`src/rtl/ppdm_pkg.sv`:
```
`default_nettype none

package ppdm_pkg;

    localparam int unsigned STAMP_W  = 32;
    localparam int unsigned DUTY_W   = 10;
    localparam int unsigned THR_W    = 10;
    localparam int unsigned SCALED_W = STAMP_W + DUTY_W;
    localparam int unsigned DIV_STEPS = SCALED_W;
    localparam int unsigned STEP_W   = $clog2(DIV_STEPS);

    localparam logic [DUTY_W-1:0] DUTY_FULL = DUTY_W'(1000);

    typedef enum logic [1:0] {
        OP_RISE   = 2'd0,
        OP_FALL   = 2'd1,
        OP_DETECT = 2'd2,
        OP_NONE   = 2'd3
    } opcode_t;

    typedef enum logic [1:0] {
        CLASS_HIGH = 2'd0,
        CLASS_LOW  = 2'd1,
        CLASS_PWM  = 2'd2,
        CLASS_NONE = 2'd3
    } pilot_class_t;

    typedef enum logic {
        REG_LOW_THR  = 1'b0,
        REG_HIGH_THR = 1'b1
    } reg_index_t;

    localparam logic [THR_W-1:0] LOW_THR_RESET  = THR_W'(5);
    localparam logic [THR_W-1:0] HIGH_THR_RESET = THR_W'(985);

    // status from the divider back to the sequencer
    typedef struct packed {
        logic busy;
        logic done;
    } div_status_t;

endpackage

`default_nettype wire

```
`src/rtl/ppdm_div.sv`:
```
`default_nettype none

// Restoring divider, one quotient bit per cycle.
module ppdm_div (
    input  wire logic                               aclk,
    input  wire logic                               aresetn,
    input  wire logic                               start,
    input  wire logic [ppdm_pkg::SCALED_W-1:0]      dividend,
    input  wire logic [ppdm_pkg::STAMP_W-1:0]       divisor,
    output ppdm_pkg::div_status_t                   status,
    output logic      [ppdm_pkg::SCALED_W-1:0]      quotient,
    output logic      [ppdm_pkg::STAMP_W-1:0]       remainder
);

    logic                              busy_reg;
    logic [ppdm_pkg::STEP_W-1:0]       step_reg;
    logic [ppdm_pkg::SCALED_W-1:0]     quo_reg;
    logic [ppdm_pkg::STAMP_W-1:0]      rem_reg;
    logic [ppdm_pkg::STAMP_W-1:0]      dsr_reg;

    logic [ppdm_pkg::STAMP_W:0]        rem_shift;
    logic [ppdm_pkg::STAMP_W:0]        rem_diff;
    logic                              fits;
    logic                              last_step;

    assign rem_shift = {rem_reg, quo_reg[ppdm_pkg::SCALED_W-1]};
    assign rem_diff  = rem_shift - {1'b0, dsr_reg};
    assign fits      = (rem_shift >= {1'b0, dsr_reg});
    assign last_step = (step_reg == ppdm_pkg::STEP_W'(ppdm_pkg::DIV_STEPS - 1));

    always_ff @(posedge aclk) begin
        if (!aresetn) begin
            busy_reg <= 1'b0;
            step_reg <= '0;
        end else if (start) begin
            busy_reg <= 1'b1;
            step_reg <= '0;
        end else if (busy_reg) begin
            step_reg <= step_reg + 1'b1;
            if (last_step) begin
                busy_reg <= 1'b0;
            end
        end
    end

    always_ff @(posedge aclk) begin
        if (start) begin
            quo_reg <= dividend;
            rem_reg <= '0;
            dsr_reg <= divisor;
        end else if (busy_reg) begin
            // remainder stays below the divisor, so the top bit drops cleanly
            rem_reg <= fits ? rem_diff[ppdm_pkg::STAMP_W-1:0]
                            : rem_shift[ppdm_pkg::STAMP_W-1:0];
            quo_reg <= {quo_reg[ppdm_pkg::SCALED_W-2:0], fits};
        end
    end

    assign status.busy = busy_reg;
    assign status.done = busy_reg && last_step;
    assign quotient    = quo_reg;
    assign remainder   = rem_reg;

endmodule

`default_nettype wire

```
`src/rtl/pilot_pwm_duty_measure.sv`:
```
`default_nettype none

// Pilot PWM duty measurement. Each item carries a timer stamp of a rising or
// falling pilot edge, or asks for a detect. A rising item yields the period
// since the previous rising stamp (mod 2^32); a falling item yields the
// on-time, the duty in per-mille (floor, saturated at 1000) and the two
// threshold flags; a detect item classifies the pilot as static high/low
// (from pin_level) when a flag is set, PWM otherwise. Every item gives one
// result carrying the current period, on-time, duty, class and a divide-error
// bit (falling edge with zero period; duty and flags then keep old values).
// Rising, detect and unused-opcode items pass ST_FINISH to the result load.
// A falling item passes ST_LOAD (scales the on-time by 1000), 42 steps of
// the one-bit-per-cycle restoring divider, ST_WRAP (derives duty and flags
// from quotient and remainder) and the result load. The result sits in an
// output register, so a new item may be accepted while it waits. The user
// writes thresholds through cfg_* only while idle, unenforced by the block.
module pilot_pwm_duty_measure (
    input  wire logic                               aclk,
    input  wire logic                               aresetn,

    input  wire logic                               cfg_wr_en,
    input  wire logic                               cfg_index,
    input  wire logic [ppdm_pkg::THR_W-1:0]         cfg_wdata,

    input  wire logic                               s_valid,
    output logic                                    s_ready,
    input  wire logic [1:0]                         s_opcode,
    input  wire logic [ppdm_pkg::STAMP_W-1:0]       s_capture_value,
    input  wire logic                               s_pin_level,

    output logic                                    m_valid,
    input  wire logic                               m_ready,
    output logic      [ppdm_pkg::STAMP_W-1:0]       m_period_counts,
    output logic      [ppdm_pkg::STAMP_W-1:0]       m_on_counts,
    output logic      [ppdm_pkg::DUTY_W-1:0]        m_duty_permille,
    output logic      [1:0]                         m_pilot_state,
    output logic                                    m_divide_error
);

    typedef enum logic [4:0] {
        ST_IDLE   = 5'b00001,
        ST_LOAD   = 5'b00010,
        ST_DIV    = 5'b00100,
        ST_WRAP   = 5'b01000,
        ST_FINISH = 5'b10000
    } state_t;

    state_t state_reg, state_next;

    logic [ppdm_pkg::THR_W-1:0]     low_thr_reg;
    logic [ppdm_pkg::THR_W-1:0]     high_thr_reg;
    logic [ppdm_pkg::STAMP_W-1:0]   last_rise_reg;
    logic [ppdm_pkg::STAMP_W-1:0]   period_reg;
    logic [ppdm_pkg::STAMP_W-1:0]   on_time_reg;
    logic [ppdm_pkg::DUTY_W-1:0]    duty_reg;
    logic                           below_reg;
    logic                           above_reg;
    ppdm_pkg::pilot_class_t         class_reg;
    logic                           err_reg;
    logic                           m_valid_reg;

    logic                           in_accept;
    logic                           out_free;
    ppdm_pkg::opcode_t              op;
    logic [ppdm_pkg::SCALED_W-1:0]  on_ext;
    logic [ppdm_pkg::SCALED_W-1:0]  scaled;
    logic                           div_start;
    ppdm_pkg::div_status_t          div_status;
    logic [ppdm_pkg::SCALED_W-1:0]  quo;
    logic [ppdm_pkg::STAMP_W-1:0]   rem;
    logic                           quo_hi;
    logic [ppdm_pkg::DUTY_W-1:0]    quo_lo;

    assign op        = ppdm_pkg::opcode_t'(s_opcode);
    assign s_ready   = (state_reg == ST_IDLE);
    assign in_accept = s_valid && s_ready;
    assign out_free  = !m_valid_reg || m_ready;

    // x * 1000 = (x << 10) - (x << 4) - (x << 3)
    assign on_ext = ppdm_pkg::SCALED_W'(on_time_reg);
    assign scaled = (on_ext << 10) - (on_ext << 4) - (on_ext << 3);

    assign div_start = (state_reg == ST_LOAD) && (period_reg != '0);

    ppdm_div u_div (
        .aclk      (aclk),
        .aresetn   (aresetn),
        .start     (div_start),
        .dividend  (scaled),
        .divisor   (period_reg),
        .status    (div_status),
        .quotient  (quo),
        .remainder (rem)
    );

    assign quo_hi = |quo[ppdm_pkg::SCALED_W-1:ppdm_pkg::DUTY_W];
    assign quo_lo = quo[ppdm_pkg::DUTY_W-1:0];

    always_comb begin
        state_next = state_reg;
        unique case (state_reg)
            ST_IDLE: begin
                if (in_accept) begin
                    state_next = (op == ppdm_pkg::OP_FALL) ? ST_LOAD : ST_FINISH;
                end
            end
            ST_LOAD: begin
                state_next = (period_reg == '0) ? ST_FINISH : ST_DIV;
            end
            ST_DIV: begin
                if (div_status.done) begin
                    state_next = ST_WRAP;
                end
            end
            ST_WRAP: begin
                state_next = ST_FINISH;
            end
            ST_FINISH: begin
                if (out_free) begin
                    state_next = ST_IDLE;
                end
            end
            default: begin
                state_next = ST_IDLE;
            end
        endcase
    end

    always_ff @(posedge aclk) begin
        if (!aresetn) begin
            state_reg     <= ST_IDLE;
            low_thr_reg   <= ppdm_pkg::LOW_THR_RESET;
            high_thr_reg  <= ppdm_pkg::HIGH_THR_RESET;
            last_rise_reg <= '0;
            period_reg    <= '0;
            on_time_reg   <= '0;
            duty_reg      <= '0;
            below_reg     <= 1'b1;
            above_reg     <= 1'b0;
            class_reg     <= ppdm_pkg::CLASS_NONE;
            err_reg       <= 1'b0;
            m_valid_reg   <= 1'b0;
        end else begin
            state_reg <= state_next;

            if (cfg_wr_en) begin
                unique case (ppdm_pkg::reg_index_t'(cfg_index))
                    ppdm_pkg::REG_LOW_THR:  low_thr_reg  <= cfg_wdata;
                    ppdm_pkg::REG_HIGH_THR: high_thr_reg <= cfg_wdata;
                    default: ;
                endcase
            end

            if (in_accept) begin
                err_reg <= 1'b0;
                unique case (op)
                    ppdm_pkg::OP_RISE: begin
                        period_reg    <= s_capture_value - last_rise_reg;
                        last_rise_reg <= s_capture_value;
                    end
                    ppdm_pkg::OP_FALL: begin
                        on_time_reg <= s_capture_value - last_rise_reg;
                    end
                    ppdm_pkg::OP_DETECT: begin
                        if (below_reg || above_reg) begin
                            class_reg <= s_pin_level ? ppdm_pkg::CLASS_HIGH
                                                     : ppdm_pkg::CLASS_LOW;
                        end else begin
                            class_reg <= ppdm_pkg::CLASS_PWM;
                        end
                    end
                    default: ;
                endcase
            end

            if (state_reg == ST_LOAD && period_reg == '0) begin
                err_reg <= 1'b1;
            end

            // scaled = q * period + r with r < period, so the rational
            // compares reduce to compares on q (and r for the tie)
            if (state_reg == ST_WRAP) begin
                duty_reg  <= (quo_hi || quo_lo > ppdm_pkg::DUTY_FULL)
                             ? ppdm_pkg::DUTY_FULL : quo_lo;
                below_reg <= !quo_hi && (quo_lo < low_thr_reg);
                above_reg <= quo_hi || (quo_lo > high_thr_reg)
                             || (quo_lo == high_thr_reg && rem != '0);
            end

            if (state_reg == ST_FINISH && out_free) begin
                m_valid_reg <= 1'b1;
            end else if (m_ready) begin
                m_valid_reg <= 1'b0;
            end
        end
    end

    always_ff @(posedge aclk) begin
        if (state_reg == ST_FINISH && out_free) begin
            m_period_counts <= period_reg;
            m_on_counts     <= on_time_reg;
            m_duty_permille <= duty_reg;
            m_pilot_state   <= class_reg;
            m_divide_error  <= err_reg;
        end
    end

    assign m_valid = m_valid_reg;

endmodule

`default_nettype wire

```
`config.mk`:
```
export PLATFORM = sky130hd
export DESIGN_NAME = pilot_pwm_duty_measure
export DESIGN_NICKNAME = d
export VERILOG_FILES = /design/src/rtl/ppdm_pkg.sv /design/src/rtl/ppdm_div.sv /design/src/rtl/pilot_pwm_duty_measure.sv
export SDC_FILE = /design/constraint.sdc
export NUM_CORES = 1
export LEC_CHECK = 0
export ABC_AREA = 1
export ABC_CLOCK_PERIOD_IN_PS = 13900
export BUFFER_PORTS_ARGS = -buffer_cell sky130_fd_sc_hd__buf_4
export CAP_MARGIN = 20
export CORE_MARGIN = 5
export CORE_UTILIZATION = 47
export CTS_CLUSTER_SIZE = 12
export DETAILED_ROUTE_END_ITERATION = 12
export PLACE_DENSITY = 0.72
export SLEW_MARGIN = 0
export SYNTH_ARGS = -nofsm -noshare
export SYNTH_HDL_FRONTEND = slang
export SYNTH_SLANG_ARGS = --single-unit
```
`constraint.sdc`:
```
create_clock -name aclk -period 13.9 [get_ports aclk]
set_input_delay 2.085 -clock aclk [delete_from_list [all_inputs] [get_ports aclk]]
set_output_delay 2.085 -clock aclk [all_outputs]
set_load 0.005 [all_outputs]
```
==> flow_metrics.env <==
export IMPL_start_util=0.4745
export IMPL_clk_latency_ns=0.55
export IMPL_dr_total_vias=19350
export IMPL_synth_top_family_by_area="simple AND/OR/NAND/NOR gates"
export IMPL_post_dp_hpwl_um=48580
export IMPL_final_nets=3232
export IMPL_synthTopCellsByCount="nand2_1, inv_1, nand3_1"
export IMPL_critPathLaunch="s_capture_value[0]"
export IMPL_cts_max_level=2
export IMPL_yosys_register_bits=327
export IMPL_r2r_end="u_div.quotient[41]$_DFFE_PP_"
export IMPL_p_per_area_nw_per_um2=132.9
export IMPL_async_reset_ff_frac=0
export IMPL_reg2regPathDepth=13
export IMPL_synth_warnings=0
export IMPL_synthMuxAreaShare=0
export IMPL_num_rows=77
export IMPL_holdWs_ns=0.4327
export IMPL_ys_types=46
export IMPL_maxCapViolCount=0
export IMPL_finalCritPeriodShare=0.2617
export IMPL_endpoint="on_time_reg[30]$_SDFFE_PN0P_"
export IMPL_gr_total_overflow=0
export IMPL_setup_tns_final_ns=0
export IMPL_core_area_um2=44120
export IMPL_cts_buffers=37
export IMPL_p_leak_nw=11.60
export IMPL_synth_xor_area_frac=0.02008
export IMPL_avgSynthCellArea_um2=7.207
export IMPL_ir_drop_v=0.00008422
export IMPL_syn_to_final_growth_pct=12.90
export IMPL_dieArea_um2=48870
export IMPL_critical_path_peak_fanout=4
export IMPL_worst_slack_ns=10.26
export IMPL_io_buffers=129
export IMPL_dp_slack_ns=9.726
export IMPL_synth_top_area_cell="edfxtp_1"
export IMPL_synth_edf_count=151
export IMPL_wl_per_cell_um=17.19
export IMPL_report_final_slew_viol_count=0
export IMPL_hold_buffers=0
export IMPL_drive_above_1_share=0.07311
export IMPL_relSlewSlack=0.3222
export IMPL_syn_cell_area_um2=20940
export IMPL_ctsResizeCount=0
export IMPL_die_w_um=221.1
export IMPL_synthAdderAreaFrac=0.1047
export IMPL_antenna_found_initial=1
export IMPL_synthesis_nets=3115
export IMPL_gp_congestion=1.010
export IMPL_postRouteAntennaNets=0
export IMPL_synth_top_area_frac=0.2166
export IMPL_rsz0062_at_grt="false"
export IMPL_cts_max_path_buffers=3
export IMPL_cts_tree="yes"
export IMPL_synth_cells=2905
export IMPL_start_kind="input port"
export IMPL_clkSinkCount=327
export IMPL_gr_usage_all_layers=0.2477
export IMPL_rr_startpoint="on_time_reg[0]$_SDFFE_PN0P_"
export IMPL_grt_pass1_wl_um=98970
export IMPL_max_freq_mhz=274.9
export IMPL_grt_max_degree=94
export IMPL_synth_compound_area_frac=0.1025
export IMPL_path_class="input port to flip-flop"
export IMPL_synth_top_cells_by_area="edfxtp_1, dfxtp_1, nand2_1"
export IMPL_yosysSeqAreaShare=0.3848
export IMPL_root_buffer="clkbuf_16"
export IMPL_hold_viol_final=0
export IMPL_hp_class="flip-flop to flip-flop"
export IMPL_status="finished clean"
export IMPL_setup_viol=0
export IMPL_num_antenna_cells=0
export IMPL_ys_flop_type="dfxtp_1"
export IMPL_firstDrtPassIters=6
export IMPL_num_fill_cells=4338
export IMPL_wl_um=62620
export IMPL_post_drt_via_cell_ratio=5.312
export IMPL_synth_most_common_cell="nand2_1"
export IMPL_skew_ns=0.03317
export IMPL_largest_register_ffs=42
export IMPL_reg2reg_slack_ns=10.34
export IMPL_place_inst=3572
export IMPL_stdcell_count=3642
export IMPL_worstPathRequired_ns=14.35
export IMPL_path_clk_slew_ns=0.06
export IMPL_synthSimpleGateAreaFrac=0.2727
export IMPL_grt_pass1_vias=18440
export IMPL_drt_iter0_drc=1949
export IMPL_critical_path_arrival_ns=4.09
export IMPL_io_pins=130
export IMPL_tightestPinTransition_ns=1.016
export IMPL_postCtsSetupBuffers=0
export IMPL_period_needed_ns=3.638
export IMPL_end_kind="flip-flop"
export IMPL_die_y_um=221.1
export IMPL_drc_errors=0
-- routing by layer --
layer  up-vias  track usage  part of all wire
met5         -            0                 0
met4         0      0.08563             0.036
met3       138      0.03962             0.077
met2       722       0.4015              0.45
met1      8974       0.3392              0.44
li1       9513            -                 -
-- cells by family (layout without fill, tap and decap cells) --
| kind of cell | count (synthesis) | in the layout |
|---|---|---|
| flops | 327 | 327 |
| buf+inv | 611 | 756 |
| compound gates | 410 | 410 |
| xor+xnor | 48 | 48 |
| simple gates | 1350 | 1350 |
| fa+ha+maj | 159 | 159 |
-- worst min path at each step --
| stage | from | endpoint | slack (ns) | cells after the start |
|---|---|---|---|---|
| final | duty_reg[1]$_SDFFE_PN0P_ | m_duty_permille[1]$_DFFE_PP_ | 0.43 | 0 |
| after global routing | duty_reg[9]$_SDFFE_PN0P_ | m_duty_permille[9]$_DFFE_PP_ | 0.45 | 0 |
| after CTS | duty_reg[9]$_SDFFE_PN0P_ | m_duty_permille[9]$_DFFE_PP_ | 0.43 | 0 |
| after detailed placement | duty_reg[9]$_SDFFE_PN0P_ | m_duty_permille[9]$_DFFE_PP_ | 0.41 | 0 |
| after global placement | duty_reg[3]$_SDFFE_PN0P_ | m_duty_permille[3]$_DFFE_PP_ | 0.41 | 0 |
| after floorplan | duty_reg[3]$_SDFFE_PN0P_ | m_duty_permille[3]$_DFFE_PP_ | 0.40 | 0 |
-- layout make-up --
type / count / area (um2) / share of cell area
sequential: 327 / 8058 / 0.3409
clock inverter: 10 / 136.4 / 0.005769
multi-input combinational: 1967 / 10480 / 0.4435
tap: 592 / 740.7 / 0.03133
timing repair buffer: 137 / 1074 / 0.04541
clock buffer: 57 / 1075 / 0.04547
inverter: 552 / 2072 / 0.08765
-- layout by cell type (no fill, tap or decap), types with 4 or more instances in the layout --
| cell type | instances |
|---|---|
| fa_1 | 27 |
| and2_1 | 4 |
| o21ai_1 | 14 |
| nor2_4 | 5 |
| nor2_2 | 5 |
| nand2_1 | 820 |
| edfxtp_1 | 151 |
| nand2_2 | 7 |
| a21oi_1 | 213 |
| o21bai_1 | 10 |
| dfxtp_1 | 176 |
| inv_2 | 7 |
| nand3b_1 | 18 |
| nand4_1 | 35 |
| inv_1 | 541 |
| nand3_1 | 217 |
| xor2_1 | 17 |
| o211ai_1 | 13 |
| a21o_1 | 4 |
| clkbuf_16 | 40 |
| ha_1 | 132 |
| clkbuf_1 | 16 |
| xnor2_1 | 31 |
| buf_4 | 134 |
| nor2_1 | 190 |
| nor3_1 | 16 |
| o21ai_0 | 146 |
| clkinv_1 | 5 |
| nor4_1 | 20 |
-- critical path, cell delays in order --
cell	delay [ns]
buf_4	0.08
inv_1	0.09
ha_1	0.26
fa_1	0.40
inv_1	0.10
nand3_1	0.07
nand2_1	0.15
nand2_1	0.07
nand2_1	0.12
nand3_1	0.11
nand2_1	0.14
nand2_1	0.08
nand3_1	0.11
nand3_1	0.09
nand2_1	0.09
inv_1	0.04
-- stage by stage --
| stage | utilization | power, mW | area, um2 |
|---|---|---|---|
| final | 0.5357 | 3.142 | 23640 |
| after global routing | 0.5357 | 3.333 | 23640 |
| after CTS | 0.5342 | 3.139 | 23570 |
| after detailed placement | 0.5067 | 2.145 | 22360 |
| after global placement | 0.5067 | 2.135 | 22360 |
| after floorplan | - | 1.854 | 20940 |
-- power breakdown --
part	leakage, nW	internal (mW)	switching, mW
combinational	8.18	0.348	0.698
sequential	2.83	1.06	0.0492
clock	0.580	0.590	0.396
total	11.6	2.00	1.14
(Power assumes the default switching activity.)
